==> src/rtl/mme_pkg.sv <==
// Shared widths, action codes and control types for the matrix multiply engine.
package mme_pkg;

    localparam int ACTION_W = 2;
    localparam int IDX_W    = 4;
    localparam int ELEM_W   = 16;
    localparam int PROD_W   = 32;
    localparam int DOT_W    = 40;
    localparam int LEN_W    = 5;

    localparam logic [LEN_W-1:0] INNER_LEN_RESET = 5'd16;

    typedef logic [ACTION_W-1:0] t_action;

    localparam t_action ACT_WRITE_A = 2'd0;
    localparam t_action ACT_WRITE_B = 2'd1;
    localparam t_action ACT_COMPUTE = 2'd2;
    localparam t_action ACT_NONE    = 2'd3;

    typedef logic [IDX_W-1:0]         t_index;
    typedef logic signed [ELEM_W-1:0] t_elem;
    typedef logic signed [DOT_W-1:0]  t_dot;

    // Control from the sequencer to the multiply-accumulate unit
    typedef struct packed {
        logic clear;  // zero the accumulator for a new output element
        logic valid;  // operand pair is present this cycle
    } t_mac_ctrl;

endpackage

==> src/rtl/mme_mac.sv <==
// Shared multiply-accumulate unit: registered product, then 40-bit accumulate.
module mme_mac (
    input  logic               i_clk,
    input  logic               i_rst_n,
    input  mme_pkg::t_mac_ctrl i_ctrl,
    input  mme_pkg::t_elem     i_a,
    input  mme_pkg::t_elem     i_b,
    output mme_pkg::t_dot      o_acc,
    output logic               o_busy
);

    logic                              r_prod_vld;
    logic signed [mme_pkg::PROD_W-1:0] r_prod;
    mme_pkg::t_dot                     r_acc;

    // Multiply stage
    always_ff @(posedge i_clk) begin
        if (!i_rst_n) begin
            r_prod_vld <= 1'b0;
        end else begin
            r_prod_vld <= i_ctrl.valid;
        end
    end

    always_ff @(posedge i_clk) begin
        if (i_ctrl.valid) begin
            r_prod <= i_a * i_b;
        end
    end

    // Accumulate stage, wraps at 40 bits
    always_ff @(posedge i_clk) begin
        if (!i_rst_n) begin
            r_acc <= '0;
        end else if (i_ctrl.clear) begin
            r_acc <= '0;
        end else if (r_prod_vld) begin
            r_acc <= r_acc + mme_pkg::DOT_W'(r_prod);
        end
    end

    assign o_acc  = r_acc;
    assign o_busy = r_prod_vld;

    // A new element never starts while a product is still pending
    a_clear_idle: assert property (@(posedge i_clk) disable iff (!i_rst_n)
        i_ctrl.clear |-> !r_prod_vld)
        else $error("accumulator cleared with a product in flight");

    // Clear and operand issue never share a cycle
    a_clear_no_issue: assert property (@(posedge i_clk) disable iff (!i_rst_n)
        i_ctrl.clear |-> !i_ctrl.valid)
        else $error("accumulator cleared while an operand pair issues");

    // Product stage follows the issue strobe in the next cycle
    a_prod_follow: assert property (@(posedge i_clk) disable iff (!i_rst_n)
        i_ctrl.valid |=> r_prod_vld)
        else $error("product stage lost an issued operand pair");

endmodule

==> config.mk <==
export PLATFORM = sky130hd
export DESIGN_NAME = mme_mac
export DESIGN_NICKNAME = d
export VERILOG_FILES = /design/src/rtl/mme_pkg.sv /design/src/rtl/mme_mac.sv
export SDC_FILE = /design/constraint.sdc
export NUM_CORES = 1
export LEC_CHECK = 0
export CORE_ASPECT_RATIO = 2
export CORE_MARGIN = 5
export CORE_UTILIZATION = 67
export CTS_CLUSTER_DIAMETER = 150
export CTS_CLUSTER_SIZE = 8
export DETAILED_ROUTE_END_ITERATION = 8
export DONT_BUFFER_PORTS = 1
export GPL_ROUTABILITY_DRIVEN = 0
export GPL_TIMING_DRIVEN = 0
export MAX_ROUTING_LAYER = met4
export PLACE_DENSITY = 0.83
export SLEW_MARGIN = 15
export SYNTH_ARGS = -nofsm -noshare
export SYNTH_HDL_FRONTEND = slang
export SYNTH_SLANG_ARGS = --single-unit
==> constraint.sdc <==
create_clock -name i_clk -period 9.7 [get_ports i_clk]
set_input_delay 1.455 -clock i_clk [delete_from_list [all_inputs] [get_ports i_clk]]
set_output_delay 1.455 -clock i_clk [all_outputs]
set_load 0.005 [all_outputs]
* After elaboration in Yosys (flattened, before gate mapping)
Index checks and enable logic that the tools add are counted.
Word-level totals: bits of input ports 36, flip-flop bits (word level) 73, output and inout bits 41, logic and storage cells 7
Cells by class: add/subtract/negate cells 1, multipliers 1, bitwise operators 1, reduce and logical (&&, ||, !) cells 1
Operator list (number):
- 40-bit by 32-bit adder with 40-bit output | 1
- 16-bit by 16-bit multiplier with 32-bit output | 1
- 2-bit OR reduction | 1
- 1-bit inverter | 1

* Depth between registers and ports, before layout
Gate-level depths: netlist (run 1).
depth after elaboration 2, depth in mapped cells 24, gate-level depth less buffers 22

* Worst setup path after synthesis (run 1)
OpenSTA, ideal clock, no wires.
kind in2reg, start point input port i_a[15], end point register r_prod[31] (netlist name), data pin, stages on the path 21, required time 9440 ps, setup time 260 ps, path slack 2509 ps, path buffers 2, arrival time 6931 ps, path through clkbuf_1 -> nand2_1 -> inv_1 -> fa_1 -> fa_1 -> fa_1 -> fa_1 -> fa_1 -> inv_1 -> fa_1 -> inv_1 -> ha_1 -> clkbuf_1 -> nand2_1 -> o21ai_0 -> or3b_2 -> o211ai_1 -> a21oi_1 -> a21o_1 -> a21oi_1 -> xnor2_1
On the way: word-level cells in the longest chain between the ends 1
Ends and longest elaborated chain:
- from (decl) | line mme_mac.sv:6 | input mme_pkg::t_elem i_a,
- 16-bit by 16-bit multiplier with 32-bit output | line mme_mac.sv:27 | r_prod <= i_a * i_b;
- to (signal assigned) | line mme_mac.sv:27
- to (decl) | line mme_mac.sv:13 | logic signed [mme_pkg::PROD_W-1:0] r_prod;
No other way between the ends. A chain may end at the register's enable or synchronous reset.

* Worst setup path in the final report (run 1)
start point input port i_b[4], end point register r_prod[31] (netlist name), data pin
On the way: word-level cells in the longest chain between the ends 1
Ends and longest elaborated chain:
- from (decl) | line mme_mac.sv:7 | input mme_pkg::t_elem i_b,
- 16-bit by 16-bit multiplier with 32-bit output | line mme_mac.sv:27
No other way between the ends.

==> flow_metrics.tcl, run 1 <==
set metrics [dict create \
    critical_path.endpoint "r_prod[31]" \
    route.detailed.vias_per_inst 6.14 \
    clkSlewWorstSetupHoldPaths_ns 0.06 \
    grt.total_usage_pct 35.8 \
    yosysWarnings 0 \
    post-route-min-period_ns 7.81 \
    number_of_drc_violations_after_detailed_routing_iteration_0 820 \
    post-synth-top-area-cell "sky130_fd_sc_hd__fa_1" \
    post-place-cells 1823 \
    grt_start_max_net_pins 34 \
    cp_num_cells 21 \
    critical_path_cell_list "clkbuf_1, nand2_1, fa_1, inv_1, fa_1, fa_1, fa_1, fa_1, inv_1, fa_1, inv_1, ha_1, clkbuf_1, nand2_1, o21ai_0, or3b_2, o211ai_1, a21oi_1, a21o_1, a21oi_1, xnor2_1" \
    pin_count 77 \
    finalHoldViolCount 0 \
    preCtsSetupSlack_ns 1.71 \
    setup_tns_after_final_layout_ns 0 \
    cts_buffer_depth 2 \
    mappedNetlistNets 1974 \
    combinational_family_with_the_most_area_after_synthesis "adder cells" \
    mean_instance_size_in_the_synthesized_netlist_sq_um 9.25 \
    n_antenna_cell 0 \
    worst_skew_pair.late_latency_ns 0.34 \
    post_route_cells_drive_above_1_share_pct 2.68 \
    die_w_um 114 \
    period_share_pct 80.5 \
    detailedPlacementHpwl_mm 33.4 \
    status "finished clean" \
    worst_slew_pin_slew_ns 1.03 \
    endpoint_type_of_the_worst_setup_path "register" \
    timing.fmax_mhz 128 \
    setup_violations 0 \
    crit_path_required_time_ns 9.82 \
    critPathMaxFanout 10 \
    rsz0062_at_grt "no" \
    tritoncts "done" \
    grt_pass1_vias 12700 \
    worst_min_path_class "register to register" \
    worst_ep_arrival_time_ns 7.93 \
    drv.max_cap_violation_count 0 \
    synth_top_flop_cell "sky130_fd_sc_hd__dfxtp_1" \
    design.final.nets 1985 \
    congestion_overflow_gr 0 \
    regToRegStartpoint "o_acc[20]" \
    timing_worst_setup_path_type "primary input to register" \
    cts.repair.resized 0 \
    synthesis.instances 1554 \
    synthToLayoutAreaGrowth_pct 4.57 \
    worstPathBufferInverterCount 5 \
    ctsRootBufferMaster "sky130_fd_sc_hd__clkbuf_16" \
    worst_setup_path_startpoint "i_b[4]" \
    detailedRoute.firstPassIterationCount 5 \
    worst_path_largest_cell_delay_ns 0.73 \
    antenna_violations_before_repair 0 \
    cts_max_level 3 \
    most_frequently_used_cell_type_in_the_post_synthesis_netlist "sky130_fd_sc_hd__inv_1" \
    synth_edf_count 32 \
    number_of_vias_in_the_routed_layout 11300 \
    rows 75 \
    r2r_setup_slack_ns 6.29 \
    multi_input_comb_area_sq_um 11300 \
    post-synth-top-area-fraction_pct 36.6 \
    synth_xor_area_share_pct 4.08 \
    yosys_register_bits 73 \
    startpoint_type "primary input" \
    yosys-mux-area-fraction_pct 1.53 \
    cts_hold_repair.buffers 0 \
    crit_slowest_cell "sky130_fd_sc_hd__fa_1" \
    synth_area_sq_um 14400 \
    post_layout_nonfiller_instances 1839 \
    finish.utilization_pct 71.2 \
    critical_path.reg2reg.endpoint "o_acc[38]" \
    post_cts_buffers 0 \
    finalWirelength_mm 40.8 \
    nFillCells 1529 \
    maxSlewHeadroom_pct 30.7 \
    clock-skew-final_ns 0.00752 \
    netlist-cell-type-count 71 \
    synth.area.top_cells "sky130_fd_sc_hd__fa_1, sky130_fd_sc_hd__ha_1, sky130_fd_sc_hd__inv_1" \
    routed_len_inst_um 22.2 \
    path_delay_family "adder cells" \
    route.detailed.drc 0 \
    synth_compound_gate_area_share_pct 9.79 \
    worst_path_most_repeated_cell "sky130_fd_sc_hd__fa_1" \
    finalWorstSetupSlack_ns 1.89 \
    io_buffer_count 0 \
    async_set_or_reset_flop_fraction_in_the_synthesized_netlist_pct 0 \
    worst_r2r_path_depth 9 \
    drtAntennaViolNets 0 \
    synth-simple-area-share_pct 16.1 \
    floorplan.core_area_sq_um 21100 \
    clock-sinks 73 \
    cts_buffers 9 \
    yosysSeqAreaShare_pct 12.4 \
    area.sequential_sq_um 1780 \
    floorplan_die_height_um 217 \
    ys_top_cells_by_count "sky130_fd_sc_hd__inv_1, sky130_fd_sc_hd__fa_1, sky130_fd_sc_hd__nand2_1" \
    synth_fa_ha_area_share_pct 47.2 \
    first_pass_grt_wire_length_mm 65.5 \
    final_max_slew_viol_count 0 \
    die_area_sq_um 24700 \
    initial_utilization_pct 68.1 \
]
## state kept, by name, summed over array words and instances (netlist names)
name	flops
o_acc	40
o_busy	1
r_prod	32
## how the worst min path moves through the flow
stage	startpoint	end	slack [ns]	cells past startpoint
global route	o_acc[39]	o_acc[39]	0.52	2
global placement	o_acc[39]	o_acc[39]	0.48	2
CTS	o_acc[39]	o_acc[39]	0.50	2
finish	o_acc[39]	o_acc[39]	0.51	2
floorplan	o_acc[39]	o_acc[39]	0.46	2
detailed placement	o_acc[39]	o_acc[39]	0.50	2
## kinds of logic (layout without fill, tap and decap cells)
kind of cell	count (synthesis)	in the layout
and+or+nand+nor	458	458
adders and majority gates	384	384
buffers and inverters	343	359
AOI/OAI and AO/OA	207	207
DFF	73	73
xor gates and xnor gates	67	67
muxes	22	22
## metal layers
| layer | vias to the layer above | routed length (um) | global-route usage, % |
|---|---|---|---|
| met4 | 0 | 5190 | 34.4 |
| met3 | 284 | 3060 | 7.59 |
| met2 | 542 | 21000 | 61.1 |
| met5 | - | 0 | - |
| li1 | 4912 | - | - |
| met1 | 5561 | 11500 | 31.3 |
## metrics by stage
step	cell area [sq um]	hold slack (ns)
finish	15000	0.509
global placement	14700	0.482
global route	15000	0.520
CTS	15000	0.505
floorplan	14400	0.465
detailed placement	14700	0.497
## tightest hold or removal path, stage by stage, from the launching register on
cell	delay [ns]
sky130_fd_sc_hd__dfxtp_1	0.33
sky130_fd_sc_hd__nand2_1	0.07
sky130_fd_sc_hd__o31ai_1	0.06
## cell usage in the layout, fill, tap and decap left out, types with 13 or more instances in the layout
| master | count |
|---|---|
| sky130_fd_sc_hd__mux2i_1 | 22 |
| sky130_fd_sc_hd__inv_1 | 292 |
| sky130_fd_sc_hd__nor2b_1 | 13 |
| sky130_fd_sc_hd__xnor2_1 | 48 |
| sky130_fd_sc_hd__clkbuf_1 | 47 |
| sky130_fd_sc_hd__nand2b_1 | 14 |
| sky130_fd_sc_hd__a21o_1 | 34 |
| sky130_fd_sc_hd__nand2_1 | 152 |
| sky130_fd_sc_hd__ha_1 | 121 |
| sky130_fd_sc_hd__fa_1 | 263 |
| sky130_fd_sc_hd__o21ai_0 | 33 |
| sky130_fd_sc_hd__dfxtp_1 | 41 |
| sky130_fd_sc_hd__a21oi_1 | 52 |
| sky130_fd_sc_hd__nor2_1 | 82 |
| sky130_fd_sc_hd__edfxtp_1 | 32 |
| sky130_fd_sc_hd__xor2_1 | 19 |
| sky130_fd_sc_hd__and2_1 | 133 |
## cell type report
class / count / share of cell area (%)
plain buffers: 51 / 1.29
well taps: 269 / 2.24
clock buffers: 9 / 1.50
clock inverters: 7 / 0.633
multi-input cells: 1138 / 75.2
flip-flops and latches: 73 / 11.9
inverters: 292 / 7.29
Power of run 1 is left out: the tool's default activity adds up to more than one toggle a clock period on the data nets, which glitch-free logic cannot reach.
==> inputs of run 2 (changes only) <==
--- a/config.mk
+++ b/config.mk
@@ -5,9 +5,10 @@
 export SDC_FILE = /design/constraint.sdc
 export NUM_CORES = 1
 export LEC_CHECK = 0
+export ABC_AREA = 1
 export CORE_ASPECT_RATIO = 2
 export CORE_MARGIN = 5
-export CORE_UTILIZATION = 67
+export CORE_UTILIZATION = 68
 export CTS_CLUSTER_DIAMETER = 150
 export CTS_CLUSTER_SIZE = 8
 export DETAILED_ROUTE_END_ITERATION = 8
@@ -15,7 +16,7 @@
 export GPL_ROUTABILITY_DRIVEN = 0
 export GPL_TIMING_DRIVEN = 0
 export MAX_ROUTING_LAYER = met4
-export PLACE_DENSITY = 0.83
+export PLACE_DENSITY = 0.84
 export SLEW_MARGIN = 15
 export SYNTH_ARGS = -nofsm -noshare
 export SYNTH_HDL_FRONTEND = slang
==> constraint.sdc (replaced) <==
create_clock -name i_clk -period 8 [get_ports i_clk]
set_input_delay 1.2 -clock i_clk [delete_from_list [all_inputs] [get_ports i_clk]]
set_output_delay 1.2 -clock i_clk [all_outputs]
set_load 0.005 [all_outputs]
==> run 2 against run 1 <==
Register-to-register slack worse by 1.3 ns; flip-flop and latch count did not move; area after synthesis increased by 11%; global-route usage rose by 1.1 points; hold slack improved by 0.011 ns; critical path type unchanged; first-iteration DRC count grew 31%; non-clock buffer count rose by 20; cell area up 10%; wire length increased by 13%.
==> flow_metrics.tcl, run 2 <==
set metrics [dict create \
    status "finished clean" \
    worst_min_path_class "register to register" \
    largest_register_ff_count 40 \
    clock-skew-final_ns 0.00706 \
    routed_len_inst_um 18.8 \
    die_w_um 118 \
    post-synth-top-area-cell "sky130_fd_sc_hd__fa_1" \
    n_antenna_cell 0 \
    synth_area_sq_um 15900 \
    combinational_family_with_the_most_area_after_synthesis "adder cells" \
    number_of_vias_in_the_routed_layout 13900 \
    finalWirelength_mm 46.1 \
    cts_hold_repair.buffers 0 \
    drtAntennaViolNets 0 \
    synthToLayoutAreaGrowth_pct 4.16 \
    post-synth-top-area-fraction_pct 33.1 \
    mappedNetlistNets 2579 \
    rsz0062_at_grt "no" \
    postLayoutCellArea_sq_um 16500 \
    detailedRoute.firstPassIterationCount 6 \
    clock-sinks 73 \
    synth.area.top_cells "sky130_fd_sc_hd__fa_1, sky130_fd_sc_hd__inv_1, sky130_fd_sc_hd__nand2_1" \
    final_max_slew_viol_count 0 \
    rows 79 \
    netlist-cell-type-count 43 \
    drv.max_cap_violation_count 0 \
    initial_utilization_pct 68.7 \
    async_set_or_reset_flop_fraction_in_the_synthesized_netlist_pct 0 \
    tritoncts "done" \
    post_cts_buffers 0 \
    floorplan_die_height_um 226 \
    synth_compound_gate_area_share_pct 6.06 \
    mostFrequentLayoutCells "sky130_fd_sc_hd__inv_1, sky130_fd_sc_hd__nand2_1, sky130_fd_sc_hd__fa_1, sky130_fd_sc_hd__nor2_1, sky130_fd_sc_hd__ha_1" \
    synth_top_flop_cell "sky130_fd_sc_hd__dfxtp_1" \
    ys_top_cells_by_count "sky130_fd_sc_hd__inv_1, sky130_fd_sc_hd__nand2_1, sky130_fd_sc_hd__fa_1" \
    crit_path_required_time_ns 8.11 \
    route.detailed.vias_per_inst 5.66 \
    cts_buffers 9 \
    final_common_cell "sky130_fd_sc_hd__inv_1" \
    yosysSeqAreaShare_pct 11.2 \
    preCtsSetupSlack_ns 0.366 \
    endpoint_type_of_the_worst_setup_path "register" \
    worst_slew_pin_slew_ns 0.868 \
    critPathMaxFanout 10 \
    cts_buffer_depth 2 \
    area.sequential_sq_um 1780 \
    multi_input_comb_area_sq_um 11700 \
    synth-simple-area-share_pct 22.1 \
    mean_instance_size_in_the_synthesized_netlist_sq_um 7.36 \
    io_buffer_count 0 \
    route.detailed.drc 0 \
    timing_worst_setup_path_type "primary input to register" \
    post_route_cells_drive_above_1_share_pct 3.91 \
    number_of_drc_violations_after_detailed_routing_iteration_0 1071 \
    grt.total_usage_pct 36.8 \
    synth_xor_area_share_pct 2.92 \
    finalHoldViolCount 0 \
    clkSlewWorstSetupHoldPaths_ns 0.06 \
    pin_count 77 \
    post-route-min-period_ns 7.47 \
    setup_violations 0 \
    yosys-mux-area-fraction_pct 0 \
    placed_area_sq_um 16200 \
    cts_max_level 3 \
    synth_fa_ha_area_share_pct 42.7 \
    congestion_overflow_gr 0 \
    synth_edf_count 32 \
    nFillCells 1838 \
    yosysWarnings 0 \
    antenna_violations_before_repair 1 \
    period_share_pct 93.4 \
    die_area_sq_um 26700 \
    synthesis.instances 2159 \
    timing.fmax_mhz 134 \
    grt_pass1_vias 15000 \
    worst_skew_pair.late_latency_ns 0.37 \
    finalWorstSetupSlack_ns 0.528 \
    most_frequently_used_cell_type_in_the_post_synthesis_netlist "sky130_fd_sc_hd__inv_1" \
    cts.repair.resized 0 \
    yosys_register_bits 73 \
    ctsRootBufferMaster "sky130_fd_sc_hd__clkbuf_16" \
    startpoint_type "primary input" \
    floorplan.core_area_sq_um 23100 \
    first_pass_grt_wire_length_mm 73.8 \
    detailedPlacementHpwl_mm 39.1 \
    r2r_setup_slack_ns 5.00 \
    design.final.nets 2590 \
    worst_ep_arrival_time_ns 7.58 \
    setup_tns_after_final_layout_ns 0 \
    grt_start_max_net_pins 34 \
    maxSlewHeadroom_pct 42.1 \
]
## run 2: area by class of cell
cell class	instances	share of cell area, %
Sequential cell	73	10.8
Clock buffer	11	1.60
Buffer	71	1.75
Inverter	561	12.7
Clock inverter	5	0.257
Multi-Input combinational cell	1454	70.8
Tap cell	283	2.14
## run 2: final timing paths
path	start	to	cells after the start
setup / recovery	i_b[3]	r_prod[27]	20
hold / removal	o_acc[0]	o_acc[0]	2
setup reg to reg	o_acc[0]	o_acc[30]	13
hold reg to reg	o_acc[0]	o_acc[0]	2
## run 2: layer usage
metal  vias up  GRT usage [%]  part of all wire (%)  routed length (um)
met5         -              -                     0                   0
met4         0           34.0                    12                5400
met3       336           5.24                   5.7                2620
met2       645           65.7                    53               24300
met1      6574           32.7                    30               13800
li1       6361              -                     -                   -
## run 2: kinds of logic (layout without fill, tap and decap cells)
logic type | count (synthesis) | after routing
buffers and inverters | 632 | 648
adder cells (fa/ha/maj) | 384 | 384
flip-flops | 73 | 73
XOR/XNOR | 53 | 53
AO/OA/AOI/OAI | 165 | 165
AND/OR/NAND/NOR | 852 | 852
## run 2: stage by stage
| stage | hold slack, ns | utilization (%) | instances |
|---|---|---|---|
| after floorplan | 0.474 | - | 2159 |
| after global routing | 0.553 | 71.5 | 2458 |
| after CTS | 0.520 | 71.5 | 2458 |
| final | 0.520 | 71.5 | 2458 |
| after detailed placement | 0.511 | 70.2 | 2442 |
| after global placement | 0.501 | 70.2 | 2442 |
## run 2: worst max-delay path, cell delays in order
cell and delay [ns]:
sky130_fd_sc_hd__clkbuf_1 0.39, sky130_fd_sc_hd__clkbuf_1 0.50, sky130_fd_sc_hd__nand2_1 0.12, sky130_fd_sc_hd__inv_1 0.10, sky130_fd_sc_hd__fa_1 0.55, sky130_fd_sc_hd__fa_1 0.95
sky130_fd_sc_hd__fa_1 0.55, sky130_fd_sc_hd__fa_1 0.51, sky130_fd_sc_hd__fa_1 0.49, sky130_fd_sc_hd__inv_1 0.05, sky130_fd_sc_hd__fa_1 0.47, sky130_fd_sc_hd__inv_1 0.04
sky130_fd_sc_hd__ha_1 0.35, sky130_fd_sc_hd__nand2_1 0.21, sky130_fd_sc_hd__nor3_2 0.39, sky130_fd_sc_hd__nand4_1 0.24, sky130_fd_sc_hd__nand3_1 0.24, sky130_fd_sc_hd__nand2_1 0.09
sky130_fd_sc_hd__nand2_1 0.08, sky130_fd_sc_hd__xor2_1 0.06
Power of run 2 is left out for the same reason.
